$ cat src/hw/rtl/tlcf_pkg.sv
// Shared types and constants for the two-layer crossfade ramp.
package tlcf_pkg;

    localparam logic [7:0] ALPHA_FULL = 8'hFF;
    localparam logic [7:0] ALPHA_ZERO = 8'h00;

    // Quotient bits from the serial divider; the ramp level never exceeds 8 bits.
    localparam int DIV_STEPS = 8;

    localparam logic [1:0] CMD_START   = 2'd0;
    localparam logic [1:0] CMD_RESET   = 2'd1;
    localparam logic [1:0] CMD_REVERSE = 2'd2;
    localparam logic [1:0] CMD_DRAW    = 2'd3;

    typedef enum logic [1:0] {
        PH_IDLE  = 2'd0,
        PH_START = 2'd1,
        PH_RUN   = 2'd2
    } phase_t;

    typedef enum logic [2:0] {
        ST_IDLE,
        ST_ELAPSED,
        ST_MULT,
        ST_DIVIDE,
        ST_FINISH
    } ctrl_state_t;

    typedef struct packed {
        logic [1:0]  cmd;
        logic [31:0] now_ms;
        logic [15:0] duration_ms;
    } in_item_t;

    typedef struct packed {
        logic [7:0] alpha_now;
        logic       ramp_done;
        logic       draw_first;
        logic [7:0] first_alpha;
        logic       draw_second;
        logic [7:0] second_alpha;
        logic       redraw_request;
    } out_item_t;

    typedef struct packed {
        logic latch_in;
        logic calc_elapsed;
        logic load_div;
        logic div_step;
        logic commit;
    } tlcf_cmd_t;

    typedef struct packed {
        logic out_free;
    } tlcf_stat_t;

endpackage

$ cat src/hw/rtl/two_layer_crossfade_ramp.sv
// Two-layer crossfade ramp: top level joining sequencer and datapath.
// Acceptance to result valid: elapsed, multiply, 8 divider steps, commit
//   (held while the result register is full); the next request is taken only
//   after commit. The bit-per-cycle restoring divider forms the ramp level.
// Result register lets the next request in while a result is still waiting.
// Reset (rst_n, async, active low): phase idle, all ramp state and cross_fade 0.
module two_layer_crossfade_ramp
    import tlcf_pkg::*;
(
    input  logic      clk,
    input  logic      rst_n,
    // cross_fade register
    input  logic      cfg_we,
    input  logic      cfg_data,
    // request channel
    input  logic      in_valid,
    output logic      in_ready,
    input  in_item_t  in_data,
    // result channel
    output logic      out_valid,
    input  logic      out_ready,
    output out_item_t out_data
);

    tlcf_cmd_t  cmd;
    tlcf_stat_t stat;

    // Sequencer: idle -> elapsed -> multiply -> divide x8 -> commit
    tlcf_ctrl u_ctrl (
        .clk      (clk),
        .rst_n    (rst_n),
        .in_valid (in_valid),
        .in_ready (in_ready),
        .stat     (stat),
        .cmd      (cmd)
    );

    // Ramp state, arithmetic and the result register
    tlcf_datapath u_datapath (
        .clk       (clk),
        .rst_n     (rst_n),
        .cfg_we    (cfg_we),
        .cfg_data  (cfg_data),
        .in_data   (in_data),
        .cmd       (cmd),
        .stat      (stat),
        .out_valid (out_valid),
        .out_ready (out_ready),
        .out_data  (out_data)
    );

endmodule

$ cat src/hw/rtl/tlcf_ctrl.sv
// Sequencer for the crossfade ramp: steps one request through the datapath.
module tlcf_ctrl
    import tlcf_pkg::*;
(
    input  logic       clk,
    input  logic       rst_n,
    input  logic       in_valid,
    output logic       in_ready,
    input  tlcf_stat_t stat,
    output tlcf_cmd_t  cmd
);

    localparam int CNT_W = $clog2(DIV_STEPS);
    localparam logic [CNT_W-1:0] CNT_LAST = CNT_W'(DIV_STEPS - 1);

    ctrl_state_t      state_reg, state_next;
    logic [CNT_W-1:0] cnt_reg, cnt_next;

    always_ff @(posedge clk or negedge rst_n)
    begin
        if (!rst_n)
        begin
            state_reg <= ST_IDLE;
            cnt_reg   <= '0;
        end
        else
        begin
            state_reg <= state_next;
            cnt_reg   <= cnt_next;
        end
    end

    always_comb
    begin
        state_next = state_reg;
        cnt_next   = cnt_reg;
        cmd        = '0;
        in_ready   = 1'b0;
        case (state_reg)
            ST_IDLE:
            begin
                in_ready = 1'b1;
                if (in_valid)
                begin
                    cmd.latch_in = 1'b1;
                    state_next   = ST_ELAPSED;
                end
            end
            ST_ELAPSED:
            begin
                cmd.calc_elapsed = 1'b1;
                state_next       = ST_MULT;
            end
            ST_MULT:
            begin
                cmd.load_div = 1'b1;
                cnt_next     = '0;
                state_next   = ST_DIVIDE;
            end
            ST_DIVIDE:
            begin
                cmd.div_step = 1'b1;
                if (cnt_reg == CNT_LAST)
                    state_next = ST_FINISH;
                else
                    cnt_next = cnt_reg + 1'b1;
            end
            ST_FINISH:
            begin
                if (stat.out_free)
                begin
                    cmd.commit = 1'b1;
                    state_next = ST_IDLE;
                end
            end
            default:
            begin
                state_next = ST_IDLE;
            end
        endcase
    end

endmodule

$ cat src/hw/rtl/tlcf_datapath.sv
// Ramp state, elapsed time, span multiply, serial divider and result register.
module tlcf_datapath
    import tlcf_pkg::*;
(
    input  logic       clk,
    input  logic       rst_n,
    input  logic       cfg_we,
    input  logic       cfg_data,
    input  in_item_t   in_data,
    input  tlcf_cmd_t  cmd,
    output tlcf_stat_t stat,
    output logic       out_valid,
    input  logic       out_ready,
    output out_item_t  out_data
);

    // Configuration and ramp state
    logic        cross_fade_reg;
    phase_t      phase_reg, phase_next;
    logic        reversed_reg, reversed_next;
    logic [31:0] start_time_reg, start_time_next;
    logic [7:0]  ramp_from_reg, ramp_from_next;
    logic [7:0]  ramp_to_reg, ramp_to_next;
    logic [7:0]  level_reg, level_next;
    logic [15:0] ramp_length_reg, ramp_length_next;
    logic [15:0] first_length_reg, first_length_next;

    // Working registers for one request
    in_item_t    req_reg;
    logic [31:0] elapsed_reg;
    logic [16:0] div_rem_reg;
    logic [7:0]  div_low_reg;

    logic        out_valid_reg;
    out_item_t   out_data_reg, out_data_next;

    // Span and dividend
    logic        ramp_up;
    logic [7:0]  span;
    logic [23:0] product;
    logic [24:0] bias;
    logic [24:0] dividend;

    // Divider step
    logic [17:0] div_trial;
    logic [17:0] div_diff;
    logic        div_ge;

    logic        done;

    assign stat.out_free = !out_valid_reg || out_ready;
    assign out_valid     = out_valid_reg;
    assign out_data      = out_data_reg;

    assign ramp_up  = (ramp_to_reg >= ramp_from_reg);
    assign span     = ramp_up ? (ramp_to_reg - ramp_from_reg) : (ramp_from_reg - ramp_to_reg);
    assign product  = 24'(span) * 24'(elapsed_reg[15:0]);
    // Downward ramps round the step up, so bias the dividend by length - 1.
    assign bias     = ramp_up ? '0 : (25'(ramp_length_reg) - 25'd1);
    assign dividend = 25'(product) + bias;

    assign div_trial = {div_rem_reg, div_low_reg[7]};
    assign div_ge    = (div_trial >= {2'b00, ramp_length_reg});
    assign div_diff  = div_trial - {2'b00, ramp_length_reg};

    always_comb
    begin
        phase_next        = phase_reg;
        reversed_next     = reversed_reg;
        start_time_next   = start_time_reg;
        ramp_from_next    = ramp_from_reg;
        ramp_to_next      = ramp_to_reg;
        level_next        = level_reg;
        ramp_length_next  = ramp_length_reg;
        first_length_next = first_length_reg;
        out_data_next     = '0;
        done              = 1'b0;

        case (req_reg.cmd)
            CMD_START:
            begin
                ramp_from_next    = ALPHA_ZERO;
                ramp_to_next      = ALPHA_FULL;
                level_next        = ALPHA_ZERO;
                reversed_next     = 1'b0;
                ramp_length_next  = req_reg.duration_ms;
                first_length_next = req_reg.duration_ms;
                phase_next        = PH_START;
                out_data_next.redraw_request = 1'b1;
            end
            CMD_RESET:
            begin
                level_next = ALPHA_ZERO;
                phase_next = PH_IDLE;
                out_data_next.redraw_request = 1'b1;
            end
            CMD_REVERSE:
            begin
                if (elapsed_reg > {16'b0, ramp_length_reg})
                begin
                    // Last ramp is over: restart toward the opposite end.
                    if (ramp_to_reg == ALPHA_ZERO)
                    begin
                        ramp_from_next = ALPHA_ZERO;
                        ramp_to_next   = ALPHA_FULL;
                        level_next     = ALPHA_ZERO;
                        reversed_next  = 1'b0;
                    end
                    else
                    begin
                        ramp_from_next = ALPHA_FULL;
                        ramp_to_next   = ALPHA_ZERO;
                        level_next     = ALPHA_FULL;
                        reversed_next  = 1'b1;
                    end
                    ramp_length_next  = req_reg.duration_ms;
                    first_length_next = req_reg.duration_ms;
                    out_data_next.redraw_request = 1'b1;
                end
                else
                begin
                    // Turn around midway from the current level.
                    reversed_next  = !reversed_reg;
                    ramp_from_next = level_reg;
                    ramp_to_next   = reversed_reg ? ALPHA_FULL : ALPHA_ZERO;
                    if (!reversed_reg)
                        ramp_length_next = elapsed_reg[15:0];
                    else if (elapsed_reg[15:0] > first_length_reg)
                        ramp_length_next = '0;
                    else
                        ramp_length_next = first_length_reg - elapsed_reg[15:0];
                end
                phase_next = PH_START;
            end
            CMD_DRAW:
            begin
                done = 1'b1;
                if (phase_reg == PH_START)
                begin
                    start_time_next = req_reg.now_ms;
                    phase_next      = PH_RUN;
                    done            = 1'b0;
                end
                else if (phase_reg == PH_RUN)
                begin
                    if (ramp_length_reg == '0 || elapsed_reg >= {16'b0, ramp_length_reg})
                        level_next = ramp_to_reg;
                    else
                    begin
                        level_next = ramp_up ? (ramp_from_reg + div_low_reg)
                                             : (ramp_from_reg - div_low_reg);
                        done       = 1'b0;
                    end
                end

                if (done)
                begin
                    out_data_next.draw_first  = !cross_fade_reg || (level_next == ALPHA_ZERO);
                    out_data_next.first_alpha = out_data_next.draw_first ? ALPHA_FULL
                                                                         : ALPHA_ZERO;
                    out_data_next.draw_second  = (level_next == ALPHA_FULL);
                    out_data_next.second_alpha = out_data_next.draw_second ? ALPHA_FULL
                                                                           : ALPHA_ZERO;
                end
                else
                begin
                    out_data_next.draw_first   = 1'b1;
                    out_data_next.first_alpha  = cross_fade_reg ? (ALPHA_FULL - level_next)
                                                                : ALPHA_FULL;
                    out_data_next.draw_second  = (level_next != ALPHA_ZERO);
                    out_data_next.second_alpha = level_next;
                    out_data_next.redraw_request = 1'b1;
                end
            end
            default:
            begin
                done = 1'b0;
            end
        endcase

        if (req_reg.cmd == CMD_DRAW)
            out_data_next.ramp_done = done;
        else
            out_data_next.ramp_done = (phase_next == PH_IDLE);
        out_data_next.alpha_now = level_next;
    end

    // Architectural state
    always_ff @(posedge clk or negedge rst_n)
    begin
        if (!rst_n)
        begin
            cross_fade_reg   <= 1'b0;
            phase_reg        <= PH_IDLE;
            reversed_reg     <= 1'b0;
            start_time_reg   <= '0;
            ramp_from_reg    <= '0;
            ramp_to_reg      <= '0;
            level_reg        <= '0;
            ramp_length_reg  <= '0;
            first_length_reg <= '0;
            out_valid_reg    <= 1'b0;
        end
        else
        begin
            if (cfg_we)
                cross_fade_reg <= cfg_data;
            if (cmd.commit)
            begin
                phase_reg        <= phase_next;
                reversed_reg     <= reversed_next;
                start_time_reg   <= start_time_next;
                ramp_from_reg    <= ramp_from_next;
                ramp_to_reg      <= ramp_to_next;
                level_reg        <= level_next;
                ramp_length_reg  <= ramp_length_next;
                first_length_reg <= first_length_next;
                out_valid_reg    <= 1'b1;
            end
            else if (out_ready)
                out_valid_reg <= 1'b0;
        end
    end

    // Payload and working registers
    always_ff @(posedge clk)
    begin
        if (cmd.latch_in)
            req_reg <= in_data;
        if (cmd.calc_elapsed)
            elapsed_reg <= req_reg.now_ms - start_time_reg;
        if (cmd.load_div)
        begin
            div_rem_reg <= dividend[24:8];
            div_low_reg <= dividend[7:0];
        end
        else if (cmd.div_step)
        begin
            div_rem_reg <= div_ge ? div_diff[16:0] : div_trial[16:0];
            div_low_reg <= {div_low_reg[6:0], div_ge};
        end
        if (cmd.commit)
            out_data_reg <= out_data_next;
    end

endmodule

$ cat config.mk
export PLATFORM = sky130hd
export DESIGN_NAME = two_layer_crossfade_ramp
export DESIGN_NICKNAME = d
export VERILOG_FILES = /design/src/hw/rtl/tlcf_pkg.sv /design/src/hw/rtl/two_layer_crossfade_ramp.sv /design/src/hw/rtl/tlcf_ctrl.sv /design/src/hw/rtl/tlcf_datapath.sv
export SDC_FILE = /design/constraint.sdc
export NUM_CORES = 1
export LEC_CHECK = 0
export BUFFER_PORTS_ARGS = -buffer_cell sky130_fd_sc_hd__buf_2
export CAP_MARGIN = 20
export CORE_UTILIZATION = 55
export CTS_BUF_LIST = sky130_fd_sc_hd__clkbuf_4
export CTS_CLUSTER_DIAMETER = 100
export DETAILED_ROUTE_END_ITERATION = 7
export PLACE_DENSITY = 0.83
export SLEW_MARGIN = 0
export SYNTH_ARGS = -nofsm -noshare
export SYNTH_HDL_FRONTEND = slang
export SYNTH_SLANG_ARGS = --single-unit
$ cat constraint.sdc
create_clock -name clk -period 7.7 [get_ports clk]
set_input_delay 1.155 -clock clk [delete_from_list [all_inputs] [get_ports clk]]
set_output_delay 1.155 -clock clk [all_outputs]
set_load 0.005 [all_outputs]
Word level (Yosys, flattened, before mapping) --
Index checks and enable logic that the tools add are counted.
Storage, ports and cells: bits in registers 234, bits in latches 0, bits in writable memories 0, memory bits (read-only) 0, output and inout port bits 30, word-level logic and storage cells 141, memories kept 0
Operators by class: add/sub/neg operators 11, $mul 1, divide/modulo/power cells 0, magnitude comparators 5, eq/ne operators 16, shift-type cells 0, mux-type cells 59, bitwise gates (word level) 0, reductions and logical operators 24
Operators with widths (number):
- $mux 8 | 16
- $mux 16 | 4
- $pmux 16 s2 | 2
- $mux 17 | 3
- $ge 32x16->1 | 1
- $gt 32x16->1 | 1
- $pmux 8 s2 | 2
- $sub 32x32->32 | 1
- $add 24x25->25 | 1
- $mux 25 | 1
- $mul 8x16->24 | 1
- $pmux 8 s3 | 1
- $sub 8x8->8 | 3
- $mux 1 | 19
- $ge 18x16->1 | 1
- $mux 18 | 1
- $sub 16x1->17 const B | 1
- $sub 17x16->17 | 1
- $gt 16x16->1 | 1
- $logic_not 16->1 | 1
- $logic_not 8->1 | 2
- $sub 16x16->16 | 1
- $pmux 3 s5 | 1
- $mux 3 | 4
- 26 further kinds | 46

Logic depth before layout (Yosys ltp) --
depth in word-level cells 10, mapped depth 33, mapped depth without buffers 31

By module --
From an unflattened synthesis, not the netlist that was laid out.
Unflattened totals: cells, all modules 1915, area total of the unflattened synthesis 18665.4 um^2
Modules (own cells, without submodules):
- tlcf_datapath | instances 1, cells each 1878, area each 18317.6 um^2, seq. area each 6206.0 um^2
- tlcf_ctrl | instances 1, cells each 37, area each 347.8 um^2, seq. area each 150.1 um^2

Least setup slack after synthesis --
Ideal clock, no wire load.
path kind reg2reg, start reg u_datapath.ramp_to_reg[6], end reg u_datapath.div_rem_reg[15] (data pin), arrival time 7.769 ns, data required time 7.430 ns, setup slack -0.339 ns, cell stages (with the launch flop) 32, path buffers 3, cell sequence dfrtp_1 > inv_1 > ha_1 > inv_1 > fa_1 > a21o_1 > a2111oi_4 > nor3_1 > or2_1 > buf_2 > o2111a_1 > a22oi_1 > and3_1 > clkbuf_1 > clkbuf_1 > nor4_1 > fa_1 > fa_1 > fa_1 > inv_1 > fa_1 > inv_1 > ha_1 > nand3_1 > o2111ai_1 > nand3_1 > a31oi_1 > a221oi_1 > o21ai_0 > o41ai_1 > xor2_1 > a21oi_1
On the way: cells in the longest elaborated chain, start to end 5
Ends and longest elaborated chain:
- start, declared | line tlcf_datapath.sv:23 | logic [7:0] ramp_to_reg, ramp_to_next;
- start signal, assigned | line tlcf_datapath.sv:214 | ramp_to_reg <= ramp_to_next;
- $sub 8x8->8 / $ge 8x8->1 (equally long branches) | line tlcf_datapath.sv:56, tlcf_datapath.sv:55
- $mux 8 | line tlcf_datapath.sv:56 | assign span = ramp_up ? (ramp_to_reg - ramp_from_reg) : (ramp_from_reg - ramp_to_reg);
- $mul 8x16->24 | line tlcf_datapath.sv:57 | assign product = 24'(span) * 24'(elapsed_reg[15:0]);
- $add 24x25->25 * | line tlcf_datapath.sv:60 | assign dividend = 25'(product) + bias;
- $mux 17 * | line tlcf_datapath.sv:232 | if (cmd.load_div)
- end signal, assigned | line tlcf_datapath.sv:234 | div_rem_reg <= dividend[24:8];
- end signal, assigned | line tlcf_datapath.sv:239 | div_rem_reg <= div_ge ? div_diff[16:0] : div_trial[16:0];
- end, declared | line tlcf_datapath.sv:31 | logic [16:0] div_rem_reg;
Every way passes the cells marked *; elsewhere a longest branch is shown, timed or not. A chain may end at the register's enable or synchronous reset.

Worst setup path after layout --
Ends and elaborated chain as after synthesis.

==> reports/metrics.csv <==
metric;value;unit
Compound-Gate Fraction of Synth Area;0.139;
syn_nets;2163;
mux contribution to synthesized area;0.0387;
Syn Std Cell Area;18400;µm²
CP max stage delay;0.54;ns
clock-pin slew on the worst setup and hold paths;0.07;ns
largest family of logic cells by synthesized area;adder cells;
Area Overhead vs Synth;12.4;%
max reg flops;50;
Period minus WS final;7.55;ns
WL per Instance;17.9;µm
FMAX;132;MHz
Crit. End Element;register;
XOR/XNOR Fraction of Synth Area;0.0465;
ys flop type;edfxtp_1;
Net count, final;2324;
PD cells;391;nW/µm²
Slew Limit Fails;0;
switching power;3.73;mW
final setup fails;0;
hpwl dp;34.3;mm
die area;34100;µm²
Max-Cap Viols;0;
clock latency on the worst-skew pair;0.73;ns
# rows;66;
slew margin rel.;0.260;
CTS H-tree depth;2;
Hold Fails Final Rpt;0;
Worst-Margin Slew;1.10;ns
fin crit share;0.980;
root buffer cell;clkbuf_4;
top cell family by delay on the critical path;adder cells;
number of synthesis warnings;0;
Overall Global Routing Usage;0.265;
Logic pwr share;0.666;
Synth area leaders;edfxtp_1 (22%), dfrtp_1 (13%), fa_1 (12%);
buffers plus inverters on the worst setup path;5;
DRC;0;
Longest Clk Path Bufs;3;
Synth Area in Adders;0.226;
leakage power;9.53;nW
first-pass GRT wire length;71.1;mm
status;completed;
num ports;86;
Mapped Cells;1843;
EDFF count, synth;135;
Remaining Overflow, GRT;0;
Chip Width;185;µm
setup_tns;0;ns
First-pass DRT Iterations;5;
most frequent CP cell;fa_1;
Final Wtd Congestion;0.932;
#FFs+latches synth;227;
CP max stage cell;fa_1;
Detail Route Antenna Nets;0;
sw frac;0.462;
r2r setup slk;0.15;ns
via count;14400;
Post-Syn Area per Cell;9.96;µm²
hold_ws;0.413;ns
worst reg-to-reg path cell count;29;
Initial DRC Count;931;
buffers added on ports;85;
maximum VDD drop;270;µV
clock power share;0.123;
Hold Crit Class;in2async;
TritonCTS buffer count;55;
clk_skew;0.0636;ns
Synth top area share;0.221;
Int Pwr;4.35;mW
DR vias/cell;5.79;
CP Launch Type;register;
ys async rst share;0.405;
FF-to-FF End;u_datapath.div_rem_reg[15];
CP arrival;8.02;ns
largest net degree at the start of global routing;59;
CTS sink cnt;227;
CORE AREA;32700;µm²
CTS tree;yes;
share of cells above drive strength 1;0.179;
register area share after synthesis;0.346;
CP Max Fanout;7;
register share of total power;0.211;
Tot Pwr;8.07;mW
Crit Path Class;reg2reg;
area leader, netlist;edfxtp_1;
FF-to-FF Start;u_datapath.ramp_to_reg[6];
initial antenna violation count;1;
vias in the first global route;14700;
starting density of the core;0.562;
simple-gate portion of the synthesized area;0.141;
Unique masters post-synth;84;
chip height;185;µm
WP data required;8.17;ns
routed wire length;44.4;mm
==> routing by layer <==
layer  wire [µm]  up-vias  global-route usage  part of all wire
met5           0        -                   0                 0
met4        1360        0               0.101             0.030
met3        3120       88              0.0458             0.070
met2       21400      526               0.448              0.48
met1       18600     7020               0.338              0.42
li1            -     6783                   -                 -
==> synth_stat cells (4+ instances only) <==
master and count:
a211oi_1 34, a21boi_0 5, a21o_1 31, a21oi_1 97, a221oi_1 14, a22o_1 5
a311oi_1 9, a31oi_1 11, and2_1 62, and3_1 20, buf_2 5, clkbuf_1 38
dfrtp_1 92, edfxtp_1 135, fa_1 112, ha_1 152, inv_1 254, mux2_2 56
mux2i_1 8, nand2_1 144, nand2b_1 37, nand3_1 20, nand4_1 14, nor2_1 101
nor2b_1 14, nor3_1 39, nor4_1 25, o211ai_1 11, o21a_1 18, o21ai_0 71
o21bai_1 7, o31a_1 4, o31ai_1 8, or2_2 5, or3_1 16, xnor2_1 63
xor2_1 32
==> power by group through the flow <==
stage	Sequential [mW]	Clock [mW]	Combinational [mW]
global placement	1.71	0	4.89
global route	1.72	1.06	6.07
finish	1.70	0.996	5.37
detailed placement	1.72	0	5.09
CTS	1.70	1.02	5.13
floorplan	1.65	0	3.78
==> layout by cell type (no fill, tap or decap), types with 56 or more instances in the layout <==
master and n:
nand2_1 144, and2_1 61, buf_4 63, ha_1 147
dfrtp_1 91, nor2_1 99, edfxtp_1 135, xnor2_1 62
mux2_2 56, clkbuf_4 86, fa_1 111, buf_2 84
a21oi_1 96, o21ai_0 68, inv_1 253
==> area by class of cell <==
type | count | area [µm²]
Inverter | 255 | 960
Timing Repair Buffer | 151 | 956
Sequential cell | 227 | 6360
Antenna cell | 1 | 2.50
Fill cell | 2588 | 12100
Clock inverter | 12 | 57.6
Tap cell | 442 | 553
Clock buffer | 86 | 646
Multi-Input combinational cell | 1314 | 11100
==> timing repair <==
action | CTS | global route
buffers inserted | 0 | 8
pin swaps | 1 | 24
hold buffers | 0 | 0
gates resized for setup | 6 | 38
endpoints found under the setup margin | 4 | 11
==> worst max-delay path by stage <==
stage / startpoint / slack (ns) / endpoint / cells past startpoint
after floorplan: u_datapath.ramp_to_reg[6] / 0.009 / u_datapath.div_rem_reg[15] / 32
after global placement: u_datapath.ramp_to_reg[6] / 0.01 / u_datapath.div_rem_reg[15] / 30
after detailed placement: u_datapath.ramp_to_reg[6] / -0.15 / u_datapath.div_rem_reg[15] / 30
after CTS: u_datapath.ramp_to_reg[6] / 0.06 / u_datapath.div_rem_reg[15] / 30
after global routing: u_datapath.ramp_to_reg[6] / -0.15 / u_datapath.div_rem_reg[15] / 31
final: u_datapath.ramp_to_reg[6] / 0.15 / u_datapath.div_rem_reg[15] / 29
==> logic make-up after synthesis <==
logic type,Yosys count
XOR/XNOR,96
AND/OR/NAND/NOR,515
multiplexers,64
adder cells (fa/ha/maj),264
buffers and inverters,302
AO/OA/AOI/OAI,375
flip-flops,227
==> through the flow <==
stage	util	area, µm²	worst slack (ns)	cells
6_report	0.631	20600	0.151	2488
5_1_grt	0.631	20600	-0.152	2488
4_1_cts	0.623	20400	0.0630	2479
3_5_place_dp	0.601	19700	-0.146	2381
3_3_place_gp	0.601	19700	0.0125	2381
2_1_floorplan	-	18400	0.00925	1843
Note: power is estimated with default switching activity, not from simulation.
